==> src/evs_pkg.sv <==
// Shared types and codes for the stream eviction victim selector.
// No dependencies; imported by every module of the block.
`default_nettype none

package evs_pkg;

    localparam logic [2:0] KIND_ORDER  = 3'd0;
    localparam logic [2:0] KIND_RECORD = 3'd1;
    localparam logic [2:0] KIND_QUERY  = 3'd2;
    localparam logic [2:0] KIND_CLEAR  = 3'd3;
    localparam logic [2:0] KIND_FLUSH  = 3'd4;

    // Q8.8 all-ones importance: overrides forced marks
    localparam logic [15:0] IMP_MAX = 16'hFFFF;

    typedef struct packed {
        logic [2:0]  kind;
        logic [7:0]  position;
        logic [8:0]  list_length;
        logic [7:0]  image_index;
        logic        in_use;
        logic        forced;
        logic        loading;
        logic        streaming;
        logic        reduced_mips;
        logic [15:0] importance;
        logic [30:0] byte_count;
        logic [30:0] tracked_bytes;
    } evs_in_t;

    typedef struct packed {
        logic       granted;
        logic       fits_directly;
        logic       victim_valid;
        logic [7:0] victim_index;
    } evs_res_t;

    typedef struct packed {
        logic        in_use;
        logic        forced;
        logic        loading;
        logic        streaming;
        logic        reduced;
        logic [15:0] importance;
        logic [30:0] loaded_bytes;
    } evs_rec_t;

    typedef struct packed {
        logic     done;
        evs_res_t res;
    } evs_eval_t;

    typedef enum logic [2:0] {
        ST_SWEEP,
        ST_IDLE,
        ST_WB,
        ST_QUERY,
        ST_SCAN,
        ST_RESULT
    } evs_state_t;

endpackage

`default_nettype wire

==> src/evs_victim_eval.sv <==
// Victim test for one scanned record per cycle, with the fallback holder.
// Depends on evs_pkg.
`default_nettype none

module evs_victim_eval import evs_pkg::*; (
    input  wire logic        aclk,
    input  wire logic        aresetn,
    input  wire logic        start,
    input  wire logic        drained,
    input  wire logic        vld,
    input  wire logic [7:0]  img,
    input  wire evs_rec_t    rec,
    input  wire logic [15:0] thresh,
    input  wire logic [30:0] req_bytes,
    output evs_eval_t        ev
);

    logic       fb_vld_reg, fb_vld_next;
    logic [7:0] fb_img_reg, fb_img_next;
    logic       considered, stop, eligible, big;

    always_comb begin
        considered = rec.in_use && ((thresh == IMP_MAX) || !rec.forced);
        stop       = vld && considered && (rec.importance >= thresh);
        eligible   = vld && considered && (rec.importance < thresh) &&
                     !rec.loading && rec.streaming && !rec.reduced;
        big        = rec.loaded_bytes >= req_bytes;
    end

    // only the first eligible entry is kept as fallback
    always_comb begin
        fb_vld_next = fb_vld_reg;
        fb_img_next = fb_img_reg;
        if (start) begin
            fb_vld_next = 1'b0;
        end else if (eligible && !big && !fb_vld_reg) begin
            fb_vld_next = 1'b1;
            fb_img_next = img;
        end
    end

    always_ff @(posedge aclk) begin
        if (!aresetn) begin
            fb_vld_reg <= 1'b0;
        end else begin
            fb_vld_reg <= fb_vld_next;
        end
        fb_img_reg <= fb_img_next;
    end

    always_comb begin
        ev = '0;
        if (eligible && big) begin
            ev.done             = 1'b1;
            ev.res.granted      = 1'b1;
            ev.res.victim_valid = 1'b1;
            ev.res.victim_index = img;
        end else begin
            ev.done = stop || drained;
            if (fb_vld_reg) begin
                ev.res.granted      = 1'b1;
                ev.res.victim_valid = 1'b1;
                ev.res.victim_index = fb_img_reg;
            end
        end
    end

endmodule

`default_nettype wire

==> config.mk <==
export PLATFORM = sky130hd
export DESIGN_NAME = evs_victim_eval
export DESIGN_NICKNAME = d
export VERILOG_FILES = /design/src/evs_pkg.sv /design/src/evs_victim_eval.sv
export SDC_FILE = /design/constraint.sdc
export NUM_CORES = 1
export LEC_CHECK = 0
export ABC_CLOCK_PERIOD_IN_PS = 6000
export BUFFER_PORTS_ARGS = -buffer_cell sky130_fd_sc_hd__buf_2
export CORE_UTILIZATION = 45
export DETAILED_ROUTE_END_ITERATION = 8
export PLACE_DENSITY = 0.87
export SYNTH_ARGS = -nofsm -noshare
export SYNTH_HDL_FRONTEND = slang
export SYNTH_SLANG_ARGS = --single-unit
==> constraint.sdc <==
create_clock -name aclk -period 6 [get_ports aclk]
set_clock_uncertainty 0.05 [all_clocks]
set_input_delay 0.3 -clock aclk [delete_from_list [all_inputs] [get_ports aclk]]
set_output_delay 0.3 -clock aclk [all_outputs]
set_load 0.005 [all_outputs]
==> metrics <==
status=completed; Tmin final=3.21 ns; CP max stage delay=0.56 ns; Startpoint Class=primary input; Synth async-reset ratio=0%; most frequent cells in the layout=buf_2 (122), inv_1 (55), ha_1 (47); critical path data arrival time=2.86 ns; routability cong.=0.861; most common cell after layout, fill and taps aside=buf_2; Critical Path, Cell by Cell=buf_2 > inv_1 > ha_1 > a21oi_2 > o21ai_1 > a221oi_2 > or3b_1 > or4_4 > nor2b_4 > mux2i_1 > buf_2; clock power share=a little over a quarter; GRT overflow=0; CTS clk-pin slew, worst paths=0.04 ns; Crit-path slowest cell=or4_4; # diodes=0; Non-Filler Instances=around 400; clock sinks=9; Highest Clock Rate=312 MHz; Vias=around 1900; Sum Neg Setup Slack=0 ns; synthesized area=between 1500 and 2000 um^2; post-place setup slack=approximately 2.8 ns; Tot GR Track Use=21.2%; number of global-route vias before repair=1802; delay-heaviest family, CP=simple AND/OR/NAND/NOR gates; Root Driver=clkbuf_8; Worst EP required=5.65 ns; antenna violations before repair=0; Switching Share=29.8%; vias per cell=4.91; Die Area=4110 um^2; worst min path class=in2reg; post-synthesis cell type count=39; count of pins over their slew limit=0; Ports=124; worst path bufs/invs=3; H-tree depth=1; Switch Pwr=approximately 0.074 mW; final worst path period share=a little over half; Post-CTS Resized=0; Placed Cells=386; TritonCTS clock tree=yes; RSZ-0062 raised after global routing=false; Hold Buf Count CTS=0; postcts setup bufs=0; Detailed Place HPWL=3.79 mm; syn_nets=378; Clock Tree Buf Depth=2; IO buf count=122; Net count, final=about 500; Detailed Routing Iterations Pass 1=4; share of cells above drive strength 1=38.6%; die width=64.1 um; ys flop type=edfxtp_1; Power Internal=roughly 0.18 mW; Comb power frac=45.4%; total leakage power=1.45 nW; Iter 0 DRT Violations=50; Fill cells=341; Crit Path Class=in2out; core area=3690 um^2; std cell rows=22; Routed Antenna Nets=0; area grow syn2layout=39.5%; number of flip-flops in the largest register=8; Worst Path Max Fanout=10; total clock buffers created by CTS=3; final hold vios=0; register area share after synthesis=15.0%; Avg Inst Size Synth=slightly below 8 um^2; VDD IR-drop max=0.0699 mV; most used cell, CP=buf_2; initial core utilization=about 47%; cells after synthesis=219; post-synthesis register bit count=9; Worst setup EP type=primary output; Final Setup Violations=0; final worst setup slack=roughly 2.8 ns; final WL=4.08 mm; Max-Cap Viols=0; first-pass GRT wire length=6.93 mm; Worst-Skew Late Latency=between 0.2 and 0.25 ns; register share of total power=between 20 and 30%; pin count of the biggest net entering global routing=12; yosys warns=0; number of synthesized flops with an enable pin=8; Pwr Density=103 nW/um^2; wire per inst=around 10 um; Die Span Y=between 60 and 70 um; DR DRC count=0
==> power by group through the flow <==
| stage | clock, mW | combinational, mW | sequential, mW |
|---|---|---|---|
| 3_3_place_gp | 0 | 0.109 | 0.0697 |
| 5_1_grt | 0.0710 | 0.132 | 0.0687 |
| 3_5_place_dp | 0 | 0.114 | 0.0698 |
| 4_1_cts | 0.0689 | 0.114 | 0.0687 |
| 2_1_floorplan | 0 | 0.0617 | 0.0697 |
| 6_report | 0.0675 | 0.113 | 0.0687 |
==> synth_stat cells (2+ instances only) <==
master    count  area, um^2
ha_1         47         588
a21o_1        2        15.0
buf_4         2        15.0
o21ai_0       5        25.0
a211oi_1      3        22.5
nor2_1        6        22.5
a21oi_1      17        85.1
mux2i_1       8        80.1
inv_1        55         206
edfxtp_1      8         240
a21oi_2       2        17.5
nor4_1        3        18.8
nor3_1        2        10.0
nand4_1      12        75.1
nand2_1      18        67.6
nand2b_1      2        12.5
nand3_1       5        25.0
==> metrics by stage <==
stage          util [%]  area [um^2]  total power, mW  hold WS, ns
3_3_place_gp       64.3         2370            0.179        0.442
3_5_place_dp       64.3         2370            0.183        0.444
6_report           65.6         2420            0.249        0.214
5_1_grt            65.6         2420            0.272        0.219
2_1_floorplan         -         1730            0.131        0.349
4_1_cts            65.6         2420            0.252        0.211
==> worst paths after layout <==
path / slack [ns] / depth (start not counted) / startpoint / to
min reg2reg: 0.75 / 2 / fb_vld_reg / fb_vld_reg
max reg2reg: 4.73 / 2 / fb_vld_reg / fb_img_reg[3]
max: 2.79 / 11 / thresh[7] / ev[2]
min: 0.21 / 1 / img[5] / fb_img_reg[5]
==> per-layer routing <==
metal / routed length (um) / part of all wire, % / GRT usage [%] / vias to the layer above
li1: - / - / - / 1004
met2: 2030 / 50 / 40.8 / 70
met4: 55 / 1.3 / 6.82 / 0
met5: 0 / 0 / 0 / -
met1: 1720 / 42 / 23.6 / 836
met3: 271 / 6.6 / 2.86 / 6
==> cell families (layout without fill, tap and decap cells) <==
| logic type | after synthesis | after routing | share of synthesized area [%] |
|---|---|---|---|
| AOI/OAI and AO/OA | 39 | 39 | 14.7 |
| adders and majority gates | 47 | 47 | 33.9 |
| buffers and inverters | 59 | 182 | 14.1 |
| DFF | 9 | 9 | 15.0 |
| muxes | 8 | 8 | 4.62 |
| other | 1 | 1 | 0.216 |
| and+or+nand+nor | 56 | 56 | 17.4 |
==> area by class of cell <==
class                      count  area [um^2]  share of cell area, %
clock buffer                   4         45.0                   1.86
multi-input combinational    151         1230                   50.8
timing repair buffer         123          618                   25.6
inverter                      55          206                   8.54
sequential                     9          260                   10.8
tap                           48         60.1                   2.48
Note: power is estimated with default switching activity, not from simulation.
