`config.mk`:
```
export PLATFORM = sky130hd
export DESIGN_NAME = evs_order_store
export DESIGN_NICKNAME = d
export VERILOG_FILES = /design/src/evs_pkg.sv /design/src/evs_order_store.sv
export SDC_FILE = /design/constraint.sdc
export NUM_CORES = 2
export LEC_CHECK = 0
export BUFFER_PORTS_ARGS = -buffer_cell sky130_fd_sc_hd__clkbuf_2
export CAP_MARGIN = 20
export CELL_PAD_IN_SITES_DETAIL_PLACEMENT = 1
export CELL_PAD_IN_SITES_GLOBAL_PLACEMENT = 2
export CORE_ASPECT_RATIO = 0.7
export CORE_MARGIN = 8
export CORE_UTILIZATION = 35
export CTS_CLUSTER_DIAMETER = 50
export DETAILED_ROUTE_END_ITERATION = 8
export PLACE_DENSITY = 0.64
export SLEW_MARGIN = 10
export SYNTH_ARGS = -nofsm -noshare
export SYNTH_HDL_FRONTEND = slang
export SYNTH_SLANG_ARGS = --single-unit
```
`constraint.sdc`:
```
create_clock -name aclk -period 5.8 [get_ports aclk]
set_clock_uncertainty 0.1 [all_clocks]
set_input_delay 0.58 -clock aclk [delete_from_list [all_inputs] [get_ports aclk]]
set_output_delay 0.58 -clock aclk [all_outputs]
set_load 0.05 [all_outputs]
```
`src/evs_pkg.sv`:
```
// Shared types and codes for the stream eviction victim selector.
// No dependencies; imported by every module of the block.
`default_nettype none

package evs_pkg;

    localparam logic [2:0] KIND_ORDER  = 3'd0;
    localparam logic [2:0] KIND_RECORD = 3'd1;
    localparam logic [2:0] KIND_QUERY  = 3'd2;
    localparam logic [2:0] KIND_CLEAR  = 3'd3;
    localparam logic [2:0] KIND_FLUSH  = 3'd4;

    // Q8.8 all-ones importance: overrides forced marks
    localparam logic [15:0] IMP_MAX = 16'hFFFF;

    typedef struct packed {
        logic [2:0]  kind;
        logic [7:0]  position;
        logic [8:0]  list_length;
        logic [7:0]  image_index;
        logic        in_use;
        logic        forced;
        logic        loading;
        logic        streaming;
        logic        reduced_mips;
        logic [15:0] importance;
        logic [30:0] byte_count;
        logic [30:0] tracked_bytes;
    } evs_in_t;

    typedef struct packed {
        logic       granted;
        logic       fits_directly;
        logic       victim_valid;
        logic [7:0] victim_index;
    } evs_res_t;

    typedef struct packed {
        logic        in_use;
        logic        forced;
        logic        loading;
        logic        streaming;
        logic        reduced;
        logic [15:0] importance;
        logic [30:0] loaded_bytes;
    } evs_rec_t;

    typedef struct packed {
        logic     done;
        evs_res_t res;
    } evs_eval_t;

    typedef enum logic [2:0] {
        ST_SWEEP,
        ST_IDLE,
        ST_WB,
        ST_QUERY,
        ST_SCAN,
        ST_RESULT
    } evs_state_t;

endpackage

`default_nettype wire

```
`src/evs_order_store.sv`:
```
// Importance-sorted order list memory and its valid length register.
// Depends on evs_pkg.
`default_nettype none

module evs_order_store import evs_pkg::*; #(
    parameter int ORDER_DEPTH = 256,
    localparam int OAW = (ORDER_DEPTH > 1) ? $clog2(ORDER_DEPTH) : 1,
    localparam int OLW = $clog2(ORDER_DEPTH + 1)
) (
    input  wire logic           aclk,
    input  wire logic           aresetn,
    input  wire logic           wr_en,
    input  wire logic [7:0]     wr_pos,
    input  wire logic [7:0]     wr_img,
    input  wire logic [8:0]     wr_len,
    input  wire logic           rd_en,
    input  wire logic [OAW-1:0] rd_addr,
    output logic [7:0]          rd_data,
    output logic [OLW-1:0]      order_len
);

    localparam int ORW = (OLW > 9) ? OLW : 9;

    logic [7:0]     mem [ORDER_DEPTH];
    logic [OLW-1:0] len_reg, len_next;
    logic [ORW-1:0] pos_ext, len_ext, len_sat;
    logic           pos_ok;

    always_comb begin
        pos_ext  = ORW'(wr_pos);
        len_ext  = ORW'(wr_len);
        pos_ok   = pos_ext < ORW'(ORDER_DEPTH);
        len_sat  = (len_ext > ORW'(ORDER_DEPTH)) ? ORW'(ORDER_DEPTH) : len_ext;
        len_next = wr_en ? len_sat[OLW-1:0] : len_reg;
    end

    always_ff @(posedge aclk) begin
        if (!aresetn) begin
            len_reg <= '0;
        end else begin
            len_reg <= len_next;
        end
    end

    always_ff @(posedge aclk) begin
        if (wr_en && pos_ok) begin
            mem[pos_ext[OAW-1:0]] <= wr_img;
        end
        if (rd_en) begin
            rd_data <= mem[rd_addr];
        end
    end

    assign order_len = len_reg;

endmodule

`default_nettype wire

```
==> impl_metrics.sql <==
INSERT INTO impl_metrics (metric_group, metric, value, unit) VALUES
('run_status', 'outcome', 'completed', ''),
('sta', 'finalHoldViolations', '0', ''),
('grt', 'grt_use_met2', '26.09', '%'),
('critical_path', 'critical_path_peak_fanout', '37', ''),
('clock_tree', 'cts_num_sinks', '2065', ''),
('critical_path', 'cp.arrival', '4250', 'ps'),
('floorplan', 'die_w', '589.1', 'um'),
('synthesis', 'async_set_reset_flop_share_out_of_synthesis', '0', '%'),
('cells_and_area', 'area_overhead_vs_synth', '12.84', '%'),
('grt', 'grt_overflow', '0', ''),
('sta', 'final-setup-viol-count', '0', ''),
('critical_path', 'critical_path.slowest_cell', 'o31ai_1', ''),
('clock_tree', 'max-clock-path-buffers', '4', ''),
('grt', 'via_count_of_the_first_global_routing_pass', '39911', ''),
('critical_path', 'endpoint_kind', 'flip-flop', ''),
('routing', 'final_antenna_net_count', '0', ''),
('cells_and_area', 'post_route_cells_drive_above_1_share', '22.03', '%'),
('sta', 'grt_setup_unrepaired', 'no', ''),
('synthesis', 'synth_enable_flop_cells', '2056', ''),
('sta', 'tightestPinTransition', '1224', 'ps'),
('grt', 'grt_busiest_layer', 'met1', ''),
('synthesis', 'synthCells', '3776', ''),
('routing', 'routedWlPerCell', '32.18', 'um'),
('sta', 'max-slew-margin-rel', '18.38', '%'),
('routing', 'drt_pre_antenna_iters', '5', ''),
('sta', 'fin_crit', '3681', 'ps'),
('routing', 'drtIter0Drc', '4757', ''),
('routing', 'routed_via_density', '5.571', ''),
('placement', 'port_buffers', '53', ''),
('grt', 'grtUsageMet1', '28.82', '%'),
('power_and_ir_drop', 'power_per_cell_area', '341.3', 'mW/mm2'),
('clock_tree', 'worst_setup_hold_path_clk_slew', '60', 'ps'),
('synthesis', 'distinct_cells_synth', '63', ''),
('clock_tree', 'ctsResizeCount', '0', ''),
('clock_tree', 'hold_fix_buffers_at_cts', '9', ''),
('sta', 'max_freq', '271.7', 'MHz'),
('clock_tree', 'h-tree-depth', '4', ''),
('grt', 'grt_first_pass_wirelength', '323.0', 'mm'),
('sta', 'slew_violations', '0', ''),
('critical_path', 'path_cells', 'buf_4, buf_4, nand2_1, o221ai_1, a21oi_1, o31ai_1, o22ai_1, nor3_1', ''),
('clock_tree', 'tritoncts', 'done', ''),
('routing', 'totalWireLength', '230.3', 'mm'),
('floorplan', 'initial_core_util', '35.14', '%'),
('critical_path', 'start_kind', 'primary input', ''),
('power_and_ir_drop', 'cellLeakagePower', '27.90', 'nW'),
('synthesis', 'syn-cell-area', '0.08047', 'mm2'),
('sta', 'totalNegativeSetupSlack', '0', 'ps'),
('grt', 'groute.layer.met3.usage', '4.050', '%'),
('sta', 'final.period_utilization', '63.47', '%'),
('critical_path', 'worstRegToRegCells', '6', ''),
('placement', 'place_congestion', '0.8079', ''),
('min_path', 'holdPathStages', '3', ''),
('clock_tree', 'cts-buffers-inserted', '205', ''),
('synthesis', 'post_synth.cell_area_avg', '21.31', 'um2'),
('cells_and_area', 'layout_common_cells', 'edfxtp_1, mux4_2, nor2_1', ''),
('floorplan', 'ioPinCount', '54', ''),
('critical_path', 'timing.critical_path.buf_inv', '2', ''),
('power_and_ir_drop', 'ir_worst_vdd', '0.0002231', 'V'),
('grt', 'grt_start_max_net_pins', '182', ''),
('clock_tree', 'postCtsSetupBuffers', '0', ''),
('floorplan', 'fp.dieArea', '0.2458', 'mm2'),
('critical_path', 'critical_path_cell_count', '8', ''),
('critical_path', 'crit_top_cell', 'buf_4', ''),
('floorplan', 'die_height', '417.2', 'um'),
('routing', 'via_count', '39860', ''),
('clock_tree', 'clk_latency', '860', 'ps'),
('grt', 'initial_antenna_violation_count', '16', ''),
('critical_path', 'worstPathRequired', '6370', 'ps'),
('synthesis', 'ys_ff_latch', '2065', ''),
('placement', 'hpwlAfterDp', '143.6', 'mm'),
('clock_tree', 'clock-root-buffer', 'clkbuf_16', '');
[worst paths after layout]
| kind | to | slack (ps) | from |
|---|---|---|---|
| setup / recovery | rd_data[1] | 2120 | rd_addr[2] |
| hold / removal | order_len[8] | 110 | wr_len[8] |
| setup reg to reg | rd_data[7] | 2720 | mem[205][7] |
| hold reg to reg | order_len[8] | 450 | order_len[8] |
[cell families (layout without fill, tap and decap cells)]
logic type	after synthesis	count (layout)	share of synthesized area (%)
compound gates	368	368	3.408
buf+inv	248	567	2.038
flops	2065	2065	76.95
mux	614	614	15.01
other cells	0	6	0
simple gates	481	481	2.598
[flip-flops by register name, indices dropped and copies added (netlist names)]
signal,flops
mem,2048
order_len,9
rd_data,8
[metrics by stage]
step	total power, W	worst slack (ps)	instance area (um2)	cells	utilization [%]
2_1_floorplan	0.01764	3017	80470	3776	-
3_3_place_gp	0.01843	832.7	84320	6772	36.82
3_5_place_dp	0.01846	1176	84380	6779	36.85
4_1_cts	0.03126	2076	90770	7147	39.64
5_1_grt	0.03182	2142	90780	7149	39.64
6_report	0.03099	2119	90800	7155	39.65
[worst min-delay path, cell delays in order]
cell and delay, ps:
clkbuf_2 190, mux2i_1 110, nor2b_1 100
[cell type report]
type | instances | area, um2 | area share (%)
repair buffers | 197 | 1718 | 1.892
inverters | 11 | 41.29 | 0.04547
multi-input cells | 1463 | 16990 | 18.71
well taps | 3054 | 3821 | 4.208
diodes | 6 | 15.01 | 0.01654
clock inverters | 108 | 928.4 | 1.022
flip-flops and latches | 2065 | 61920 | 68.20
clock buffers | 251 | 5366 | 5.910
[synth_stat cells (4+ instances only)]
master,instances,share of area [%]
edfxtp_1,2056,77
nand2_1,73,0.34
nand2b_1,6,0.047
clkbuf_4,5,0.047
buf_6,40,0.56
mux4_1,42,1.4
dfxtp_1,9,0.22
a211o_1,7,0.076
a21o_1,5,0.047
clkbuf_1,103,0.48
nor2_1,280,1.3
buf_8,17,0.32
nand3_1,33,0.21
clkbuf_8,4,0.068
o32ai_1,5,0.054
a211oi_1,26,0.24
o211ai_1,13,0.12
nor2b_1,23,0.18
nor3_1,25,0.16
a311oi_1,6,0.065
mux4_2,419,12
nand4_1,9,0.070
o22ai_1,45,0.35
a22oi_1,55,0.51
inv_1,10,0.047
mux2i_1,150,1.9
buf_1,6,0.028
o31ai_1,4,0.037
a21oi_1,44,0.27
o22a_1,6,0.065
a221oi_1,38,0.41
buf_2,44,0.27
a2111oi_0,5,0.054
buf_4,13,0.12
and2_1,13,0.10
o221ai_1,40,0.44
o21ai_0,20,0.12
a22o_1,38,0.41
[power breakdown]
| part | total (W) | switching, W | internal [W] | leakage (nW) |
|---|---|---|---|---|
| logic | 0.00165 | 0.00113 | 0.000526 | 6.27 |
| clock network | 0.0129 | 0.00571 | 0.00715 | 3.07 |
| registers | 0.0165 | 0.0000269 | 0.0165 | 18.6 |
| total | 0.0310 | 0.00687 | 0.0241 | 27.9 |
[routing by layer]
layer	share of wire [%]	up-vias
li1	-	16220
met1	47	21765
met2	43	1590
met3	8.5	281
met4	1.8	4
met5	0.0096	-
Power figures use the tool's default switching activity.
